## src/mma_pkg.sv

```systemverilog
// ----------------------------------------------------------------------------
// mma_pkg
// Shared types and constants of the Montgomery modular arithmetic core.
// ----------------------------------------------------------------------------
package mma_pkg;

  // Fixed field widths of the ports.
  localparam int DATA_W    = 31;
  localparam int INT_W     = 64;
  localparam int OP_W      = 4;
  localparam int CFG_IDX_W = 3;
  localparam int MB_W      = 5;

  // Widest possible R mask: mont_bits is a five-bit count below 32.
  localparam int QW = 31;

  // Opcodes.
  typedef enum logic [OP_W-1:0] {
    OP_TO_MONT   = 4'd0,
    OP_FROM_MONT = 4'd1,
    OP_ADD       = 4'd2,
    OP_SUB       = 4'd3,
    OP_NEG       = 4'd4,
    OP_MUL       = 4'd5,
    OP_POW       = 4'd6,
    OP_INV       = 4'd7,
    OP_DIV       = 4'd8,
    OP_EQUAL     = 4'd9
  } op_t;

  // Register indexes of the configuration port.
  localparam logic [CFG_IDX_W-1:0] REG_MODULUS     = 3'd0;
  localparam logic [CFG_IDX_W-1:0] REG_MONT_BITS   = 3'd1;
  localparam logic [CFG_IDX_W-1:0] REG_NEG_INVERSE = 3'd2;
  localparam logic [CFG_IDX_W-1:0] REG_R_SQUARED   = 3'd3;

  // Sequencer states.
  typedef enum logic [3:0] {
    S_IDLE,
    S_DIV,
    S_SIGN,
    S_MUL,
    S_RQ,
    S_RM,
    S_RFIN,
    S_LOOP
  } state_t;

  // What happens with the result of a Montgomery reduction.
  typedef enum logic [1:0] {
    PH_OUT,
    PH_ONE,
    PH_ACC,
    PH_SQR
  } phase_t;

endpackage

```

## src/montgomery_modular_alu_core.sv

```systemverilog
// ----------------------------------------------------------------------------
// montgomery_modular_alu_core
// Modular arithmetic on Montgomery-form values with a bit-serial multiplier.
// ----------------------------------------------------------------------------
// A word is taken when start is high and busy is low; its result appears for
// one cycle with done high, and the receiver cannot stall it. Add, sub, neg,
// equal and unused opcodes register their result in the cycle after the word
// is taken. Every Montgomery multiply runs the one shift-add multiplier three
// times, one bit per cycle, then shifts and reduces in S_RFIN (from_mont skips
// the first product). to_mont runs a restoring remainder and a sign step
// before one multiply. pow, inv and div take one multiply for the start value
// and up to two per exponent bit, up to 63 bits, plus a loop test per bit and
// one more when the exponent runs out; div ends with one more multiply.
module montgomery_modular_alu_core #(
  parameter int MOD_BITS = 31
) (
  input  logic                            clk,
  input  logic                            rst,
  input  logic                            start,
  output logic                            busy,
  input  logic [mma_pkg::OP_W-1:0]        operation,
  input  logic [mma_pkg::DATA_W-1:0]      operand_a,
  input  logic [mma_pkg::DATA_W-1:0]      operand_b,
  input  logic signed [mma_pkg::INT_W-1:0] integer_in,
  output logic                            done,
  output logic [mma_pkg::DATA_W-1:0]      result,
  output logic                            is_equal,
  input  logic                            cfg_write,
  input  logic [mma_pkg::CFG_IDX_W-1:0]   cfg_index,
  input  logic [mma_pkg::DATA_W-1:0]      cfg_data
);
  import mma_pkg::*;

  localparam int W  = MOD_BITS;
  localparam int PW = QW + W;
  localparam int SW = PW + 1;
  localparam int CW = $clog2(QW);

  // Configuration registers.
  logic [W-1:0]      modulus;
  logic [MB_W-1:0]   mont_bits;
  logic [W-1:0]      neg_inverse;
  logic [W-1:0]      r_squared;

  // Sequencer and working registers.
  state_t            state, state_next;
  phase_t            phase;
  op_t               op_reg;
  logic [W-1:0]      a_reg, acc, base;
  logic [INT_W-1:0]  expo;
  logic [INT_W-1:0]  div_num;
  logic              div_neg;
  logic [W-1:0]      rem;
  logic [5:0]        div_cnt;
  logic [PW-1:0]     t_reg;
  logic [SW-1:0]     sum_reg;

  // Shift-add multiplier.
  logic [W-1:0]      mul_hi;
  logic [QW-1:0]     mul_lo;
  logic [W-1:0]      mul_y;
  logic [CW-1:0]     mul_cnt;

  // Result word.
  logic [W-1:0]      res_reg;
  logic              eq_reg;
  logic              done_reg;

  // Input fields at working width.
  logic [W-1:0]      a_in, b_in;
  op_t               op_in;
  logic              op_known;

  assign a_in = operand_a[W-1:0];
  assign b_in = operand_b[W-1:0];
  assign op_known = (operation <= OP_W'(OP_EQUAL));
  assign op_in = op_known ? op_t'(operation) : OP_ADD;

  // One multiplier step: add y when the low bit is set, then shift right.
  logic [W:0]        mul_sum;
  logic [PW-1:0]     prod_step;
  logic              mul_last;

  assign mul_sum   = {1'b0, mul_hi} + {1'b0, (mul_lo[0] ? mul_y : W'(0))};
  assign prod_step = {mul_sum[W:1], mul_sum[0], mul_lo[QW-1:1]};
  assign mul_last  = (mul_cnt == CW'(QW - 1));

  // Mask of R and the low part of a product under it.
  logic [QW-1:0]     rmask;
  logic [QW-1:0]     q_val;

  assign rmask = ~({QW{1'b1}} << mont_bits);
  assign q_val = prod_step[QW-1:0] & rmask;

  // Final shift and conditional subtraction of the reduction.
  logic [SW-1:0]     red_sh;
  logic [SW-1:0]     red_sub;
  logic [W-1:0]      red_val;

  assign red_sh  = sum_reg >> mont_bits;
  assign red_sub = (red_sh >= SW'(modulus)) ? (red_sh - SW'(modulus)) : red_sh;
  assign red_val = red_sub[W-1:0];

  // One restoring division step on the 64-bit magnitude.
  logic [W:0]        div_rs;
  logic [W:0]        div_rn;

  assign div_rs = {rem, div_num[INT_W-1]};
  assign div_rn = (div_rs >= {1'b0, modulus}) ? (div_rs - {1'b0, modulus}) : div_rs;

  // Residue after the sign fix, and the residue of one.
  logic [W-1:0]      sign_res;
  logic [W-1:0]      one_res;

  assign sign_res = (modulus == W'(0)) ? W'(0) :
                    ((div_neg && rem != W'(0)) ? (modulus - rem) : rem);
  assign one_res  = (modulus <= W'(1)) ? W'(0) : W'(1);

  // Operations computed straight from the inputs.
  logic [W:0]        add_s;
  logic [W-1:0]      add_res, sub_res, neg_res;
  logic [W-1:0]      ca, cb;

  assign add_s   = {1'b0, a_in} + {1'b0, b_in};
  assign add_res = (add_s >= {1'b0, modulus}) ? W'(add_s - {1'b0, modulus}) : add_s[W-1:0];
  assign sub_res = (a_in - b_in) + ((a_in < b_in) ? modulus : W'(0));
  assign neg_res = (W'(0) - a_in) + ((a_in != W'(0)) ? modulus : W'(0));
  assign ca      = (a_in >= modulus) ? (a_in - modulus) : a_in;
  assign cb      = (b_in >= modulus) ? (b_in - modulus) : b_in;

  // Exponent loop test.
  logic              loop_end;

  assign loop_end = expo[INT_W-1] || (expo == INT_W'(0));

  // Configuration writes.
  always_ff @(posedge clk) begin
    if (rst) begin
      modulus     <= W'(3);
      mont_bits   <= MB_W'(2);
      neg_inverse <= W'(1);
      r_squared   <= W'(1);
    end else if (cfg_write) begin
      unique case (cfg_index)
        REG_MODULUS:     modulus     <= cfg_data[W-1:0];
        REG_MONT_BITS:   mont_bits   <= cfg_data[MB_W-1:0];
        REG_NEG_INVERSE: neg_inverse <= cfg_data[W-1:0];
        REG_R_SQUARED:   r_squared   <= cfg_data[W-1:0];
        default: ;
      endcase
    end
  end

  // Next state.
  always_comb begin
    state_next = state;
    unique case (state)
      S_IDLE: begin
        if (start && op_known) begin
          unique case (op_in)
            OP_TO_MONT:   state_next = S_DIV;
            OP_FROM_MONT: state_next = S_RQ;
            OP_MUL, OP_POW, OP_INV, OP_DIV: state_next = S_MUL;
            default:      state_next = S_IDLE;
          endcase
        end
      end
      S_DIV:  if (div_cnt == 6'd63) state_next = S_SIGN;
      S_SIGN: state_next = S_MUL;
      S_MUL:  if (mul_last) state_next = S_RQ;
      S_RQ:   if (mul_last) state_next = S_RM;
      S_RM:   if (mul_last) state_next = S_RFIN;
      S_RFIN: begin
        unique case (phase)
          PH_OUT:  state_next = S_IDLE;
          PH_ONE:  state_next = S_LOOP;
          PH_ACC:  state_next = S_MUL;
          PH_SQR:  state_next = S_LOOP;
          default: state_next = S_IDLE;
        endcase
      end
      S_LOOP: begin
        if (loop_end && op_reg != OP_DIV) state_next = S_IDLE;
        else state_next = S_MUL;
      end
      default: state_next = S_IDLE;
    endcase
  end

  always_ff @(posedge clk) begin
    if (rst) state <= S_IDLE;
    else state <= state_next;
  end

  // Outputs.
  always_comb begin
    busy     = (state != S_IDLE);
    done     = done_reg;
    result   = DATA_W'(res_reg);
    is_equal = eq_reg;
  end

  // Datapath.
  always_ff @(posedge clk) begin
    if (rst) begin
      done_reg <= 1'b0;
      res_reg  <= W'(0);
      eq_reg   <= 1'b0;
    end else begin
      done_reg <= 1'b0;
      unique case (state)
        S_IDLE: begin
          if (start) begin
            op_reg <= op_in;
            a_reg  <= a_in;
            eq_reg <= 1'b0;
            mul_hi  <= W'(0);
            mul_cnt <= CW'(0);
            if (!op_known) begin
              res_reg  <= W'(0);
              done_reg <= 1'b1;
            end else begin
              unique case (op_in)
                OP_TO_MONT: begin
                  div_num <= integer_in[INT_W-1] ? (INT_W'(0) - integer_in) : integer_in;
                  div_neg <= integer_in[INT_W-1];
                  rem     <= W'(0);
                  div_cnt <= 6'd0;
                end
                OP_FROM_MONT: begin
                  t_reg  <= PW'(a_in);
                  mul_lo <= QW'(a_in) & rmask;
                  mul_y  <= neg_inverse;
                  phase  <= PH_OUT;
                end
                OP_ADD: begin
                  res_reg  <= add_res;
                  done_reg <= 1'b1;
                end
                OP_SUB: begin
                  res_reg  <= sub_res;
                  done_reg <= 1'b1;
                end
                OP_NEG: begin
                  res_reg  <= neg_res;
                  done_reg <= 1'b1;
                end
                OP_MUL: begin
                  mul_lo <= QW'(a_in);
                  mul_y  <= b_in;
                  phase  <= PH_OUT;
                end
                OP_POW, OP_INV, OP_DIV: begin
                  if (op_in == OP_POW) expo <= integer_in;
                  else expo <= INT_W'(modulus) - INT_W'(2);
                  base   <= (op_in == OP_DIV) ? b_in : a_in;
                  mul_lo <= QW'(one_res);
                  mul_y  <= r_squared;
                  phase  <= PH_ONE;
                end
                OP_EQUAL: begin
                  res_reg  <= W'(0);
                  eq_reg   <= (ca == cb);
                  done_reg <= 1'b1;
                end
                default: ;
              endcase
            end
          end
        end

        // Remainder of the magnitude, one numerator bit per cycle.
        S_DIV: begin
          div_num <= {div_num[INT_W-2:0], 1'b0};
          rem     <= div_rn[W-1:0];
          div_cnt <= div_cnt + 6'd1;
        end

        // Sign fix, then multiply by R squared.
        S_SIGN: begin
          mul_hi  <= W'(0);
          mul_lo  <= QW'(sign_res);
          mul_y   <= r_squared;
          mul_cnt <= CW'(0);
          phase   <= PH_OUT;
        end

        // Product T of the two operands.
        S_MUL: begin
          mul_cnt <= mul_cnt + CW'(1);
          if (mul_last) begin
            t_reg   <= prod_step;
            mul_hi  <= W'(0);
            mul_lo  <= prod_step[QW-1:0] & rmask;
            mul_y   <= neg_inverse;
            mul_cnt <= CW'(0);
          end else begin
            mul_hi <= prod_step[PW-1:QW];
            mul_lo <= prod_step[QW-1:0];
          end
        end

        // Quotient q of the low part of T times the negative inverse.
        S_RQ: begin
          mul_cnt <= mul_cnt + CW'(1);
          if (mul_last) begin
            mul_hi  <= W'(0);
            mul_lo  <= q_val;
            mul_y   <= modulus;
            mul_cnt <= CW'(0);
          end else begin
            mul_hi <= prod_step[PW-1:QW];
            mul_lo <= prod_step[QW-1:0];
          end
        end

        // q times the modulus, then add T.
        S_RM: begin
          mul_cnt <= mul_cnt + CW'(1);
          if (mul_last) begin
            sum_reg <= {1'b0, prod_step} + {1'b0, t_reg};
          end else begin
            mul_hi <= prod_step[PW-1:QW];
            mul_lo <= prod_step[QW-1:0];
          end
        end

        // Shift by R, reduce once and hand the value on.
        S_RFIN: begin
          unique case (phase)
            PH_OUT: begin
              res_reg  <= red_val;
              done_reg <= 1'b1;
            end
            PH_ONE: acc <= red_val;
            PH_ACC: begin
              acc     <= red_val;
              mul_hi  <= W'(0);
              mul_lo  <= QW'(base);
              mul_y   <= base;
              mul_cnt <= CW'(0);
              phase   <= PH_SQR;
            end
            PH_SQR: begin
              base <= red_val;
              expo <= expo >> 1;
            end
            default: ;
          endcase
        end

        // Square-and-multiply decision for the next exponent bit.
        S_LOOP: begin
          mul_hi  <= W'(0);
          mul_cnt <= CW'(0);
          if (loop_end) begin
            if (op_reg == OP_DIV) begin
              mul_lo <= QW'(a_reg);
              mul_y  <= acc;
              phase  <= PH_OUT;
            end else begin
              res_reg  <= acc;
              done_reg <= 1'b1;
            end
          end else if (expo[0]) begin
            mul_lo <= QW'(acc);
            mul_y  <= base;
            phase  <= PH_ACC;
          end else begin
            mul_lo <= QW'(base);
            mul_y  <= base;
            phase  <= PH_SQR;
          end
        end

        default: ;
      endcase
    end
  end

endmodule

```

## config.mk

```make
export PLATFORM = sky130hd
export DESIGN_NAME = montgomery_modular_alu_core
export DESIGN_NICKNAME = d
export VERILOG_FILES = /design/src/mma_pkg.sv /design/src/montgomery_modular_alu_core.sv
export SDC_FILE = /design/constraint.sdc
export NUM_CORES = 2
export LEC_CHECK = 0
export BUFFER_PORTS_ARGS = -buffer_cell sky130_fd_sc_hd__buf_2
export CAP_MARGIN = 10
export CORE_AREA = 5 5 406 408
export DETAILED_ROUTE_END_ITERATION = 6
export DIE_AREA = 0 0 411 413
export PLACE_DENSITY = 0.52
export SLEW_MARGIN = 30
export SYNTH_ARGS = -nofsm -noshare
export SYNTH_HDL_FRONTEND = slang
export SYNTH_SLANG_ARGS = --single-unit
```

## constraint.sdc

```tcl
create_clock -name clk -period 11.8 [get_ports clk]
set_clock_uncertainty 0.1 [all_clocks]
set_input_delay 2.36 -clock clk [delete_from_list [all_inputs] [get_ports clk]]
set_output_delay 2.36 -clock clk [all_outputs]
set_load 0.03 [all_outputs]
```

==> results.sh <==
export IMPL_overflow=0
export IMPL_outcome="complete, but fails checks"
export IMPL_async_flop_share_pct=0
export IMPL_yosysTopAreaCellShare_pct=26.3
export IMPL_timing_final_crit_share_pct=76.4
export IMPL_ant_nets=0
export IMPL_fp_dieW_um=411
export IMPL_clkLatencyLatePin_ps=720
export IMPL_wirelength_um=292000
export IMPL_hold_class="flip-flop to flip-flop"
export IMPL_critPathRequiredTime_ps=12310
export IMPL_pre_cts_slack_ps=2150
export IMPL_place_congestion=1.09
export IMPL_synth_edff_count=488
export IMPL_core_area_sq_mm=0.161
export IMPL_rows=148
export IMPL_cp_end_kind="flip-flop"
export IMPL_multi_input_area_sq_mm=0.0360
export IMPL_leakage_nw=24.3
export IMPL_die_area_sq_mm=0.170
export IMPL_violations="DRC"
export IMPL_cts_hold_buffers=0
export IMPL_ys_ff_latch=622
export IMPL_place_port_buffers=201
export IMPL_grt_max_degree=127
export IMPL_post_cts_buffers=0
export IMPL_cts_root_buffer="clkbuf_16"
export IMPL_grt_pass1_wl_um=400000
export IMPL_ys_types=96
export IMPL_vias=55791
export IMPL_yosysWarnings=0
export IMPL_slew_headroom_pct=19.2
export IMPL_avgSynthCellArea_sq_um=8.31
export IMPL_hold_ws_ps=381
export IMPL_fin_crit_ps=9020
export IMPL_synth_largest_area_cell="edfxtp_1"
export IMPL_timing_final_ws_setup_ps=2780
export IMPL_die_h_um=413
export IMPL_cts_sinks=622
export IMPL_syn_num_nets=7323
export IMPL_finalMaxSlewViolations=0
export IMPL_ys_seq_area_share_pct=31.1
export IMPL_syn_to_final_growth_pct=12.2
export IMPL_cts_tree="built"
export IMPL_power_density_mw_per_mm2=169
export IMPL_cp_max_fo=8
export IMPL_cts_buffers=82
export IMPL_clkTransAtPathRegs_ps=60
export IMPL_dominantRegCellSynth="edfxtp_1"
export IMPL_firstDrtPassIters=7
export IMPL_grt_use_total_pct=33.0
export IMPL_final_hold_viol_count=0
export IMPL_drc=8
export IMPL_syn_instance_count=6704
export IMPL_ctsResizeCount=0
export IMPL_cts_htree_levels=3
export IMPL_synth_most_common_cell="nand2_1"
export IMPL_final_util_pct=38.8
export IMPL_layout_nets=7421
export IMPL_initial_core_util_pct=34.6
export IMPL_io_pins=202
export IMPL_finalSetupTns_ps=0
export IMPL_max_cap_viol_count=0
export IMPL_fmax_mhz=111
export IMPL_grt_pass1_vias=51512
export IMPL_drive_gt1_share_pct=9.90
export IMPL_post_dp_hpwl_um=228000
export IMPL_synth_area_leaders="edfxtp_1 (26%), ha_1 (9.2%), nand2_1 (6.0%)"
export IMPL_cp_start_kind="primary input"
export IMPL_cts_path_max_buffers=3
export IMPL_yosys_top_cells_count="nand2_1 (889), a21oi_1 (649), o21ai_0 (599)"
export IMPL_critPathArrivalTime_ps=9530
export IMPL_drt_wirelength_per_cell_um=32.2
export IMPL_antenna_found_initial=36
export IMPL_worst_slew_pin_slew_ps=1200
export IMPL_fill_cells=16596
export IMPL_max_vdd_ir_drop_mv=0.126
export IMPL_synth_area_sq_mm=0.0557
export IMPL_drt_iter0_drc=7036
export IMPL_seqCellArea_sq_mm=0.0174
export IMPL_crit_type="primary input to flip-flop"
export IMPL_setup_viol=0
export IMPL_rsz0062_at_grt="false"
export IMPL_via_per_inst=6.16
logic make-up after synthesis:
kind of cell / Yosys count / synth area share (%)
AO/OA/AOI/OAI: 2118 / 23.8
XOR/XNOR: 400 / 6.29
multiplexers: 274 / 5.95
buffers and inverters: 701 / 4.83
AND/OR/NAND/NOR: 2138 / 17.4
adder cells (fa/ha/maj): 451 / 10.7
flip-flops: 622 / 31.1
metrics by stage:
| step | instance area [sq um] | total power, mW | std cells |
|---|---|---|---|
| floorplan | 55700 | 5.98 | 6704 |
| global placement | 59500 | 7.73 | 8883 |
| detailed placement | 59600 | 7.73 | 8888 |
| CTS | 62400 | 10.5 | 9041 |
| global route | 62500 | 11.0 | 9048 |
| finish | 62600 | 10.6 | 9057 |
worst paths after layout:
path / start / to / slack (ps) / cells past startpoint
setup / recovery: operand_b[1] / result[5] / 2780 / 25
hold / removal: r_squared[22] / r_squared[22] / 380 / 2
setup reg to reg: mont_bits[0] / result[27] / 3930 / 21
hold reg to reg: r_squared[22] / r_squared[22] / 380 / 2
report_power, final:
| part | switching, mW | leakage [nW] | internal, mW |
|---|---|---|---|
| clock network | 1.14 | 1.41 | 1.61 |
| registers | 0.264 | 5.60 | 2.79 |
| logic | 3.18 | 17.3 | 1.59 |
layout make-up:
type	instances	area share, %
multi-input combinational	5381	57.5
sequential	622	27.7
tap	2175	4.35
timing repair buffer	359	3.61
clock buffer	102	3.60
inverter	356	2.14
clock inverter	51	0.990
antenna	11	0.0440
layer usage:
layer	vias to the layer above	track usage, %	wire length, um	share of wire [%]
met5	-	0.747	344	0.12
met4	27	21.2	22900	7.9
met3	699	8.23	29500	10
met2	2904	49.3	122000	42
met1	27324	42.5	117000	40
li1	24837	-	-	-
layout by cell type (no fill, tap or decap), drive strengths merged, types with 57 or more instances in the layout:
cell    count
nand2     890
a21oi     649
o21ai     609
nor2      548
edfxtp    488
ha        411
buf       359
inv       358
xnor2     225
mux2i     193
xor2      175
a21o      139
dfxtp     134
nand3     122
nor3      103
clkbuf    102
o21a       64
nor4       64
nand4      62
and2       61
o211ai     59
or3        57
worst max-delay path, stage by stage:
cell,delay [ps]
buf_2,280
inv_1,140
ha_1,320
nor2b_1,180
o221ai_1,220
a2111oi_0,630
o21ai_0,240
o21ai_0,460
a21boi_0,220
o311ai_0,320
a21oi_1,130
xnor2_1,270
ha_1,370
o21a_1,140
o21ai_1,180
o21ai_0,150
a31oi_1,270
o221ai_1,200
nor4_1,300
o21bai_1,150
a2111oi_4,830
mux2_2,420
a222oi_1,390
o221ai_1,180
o211a_1,170
Power figures use the tool's default switching activity.
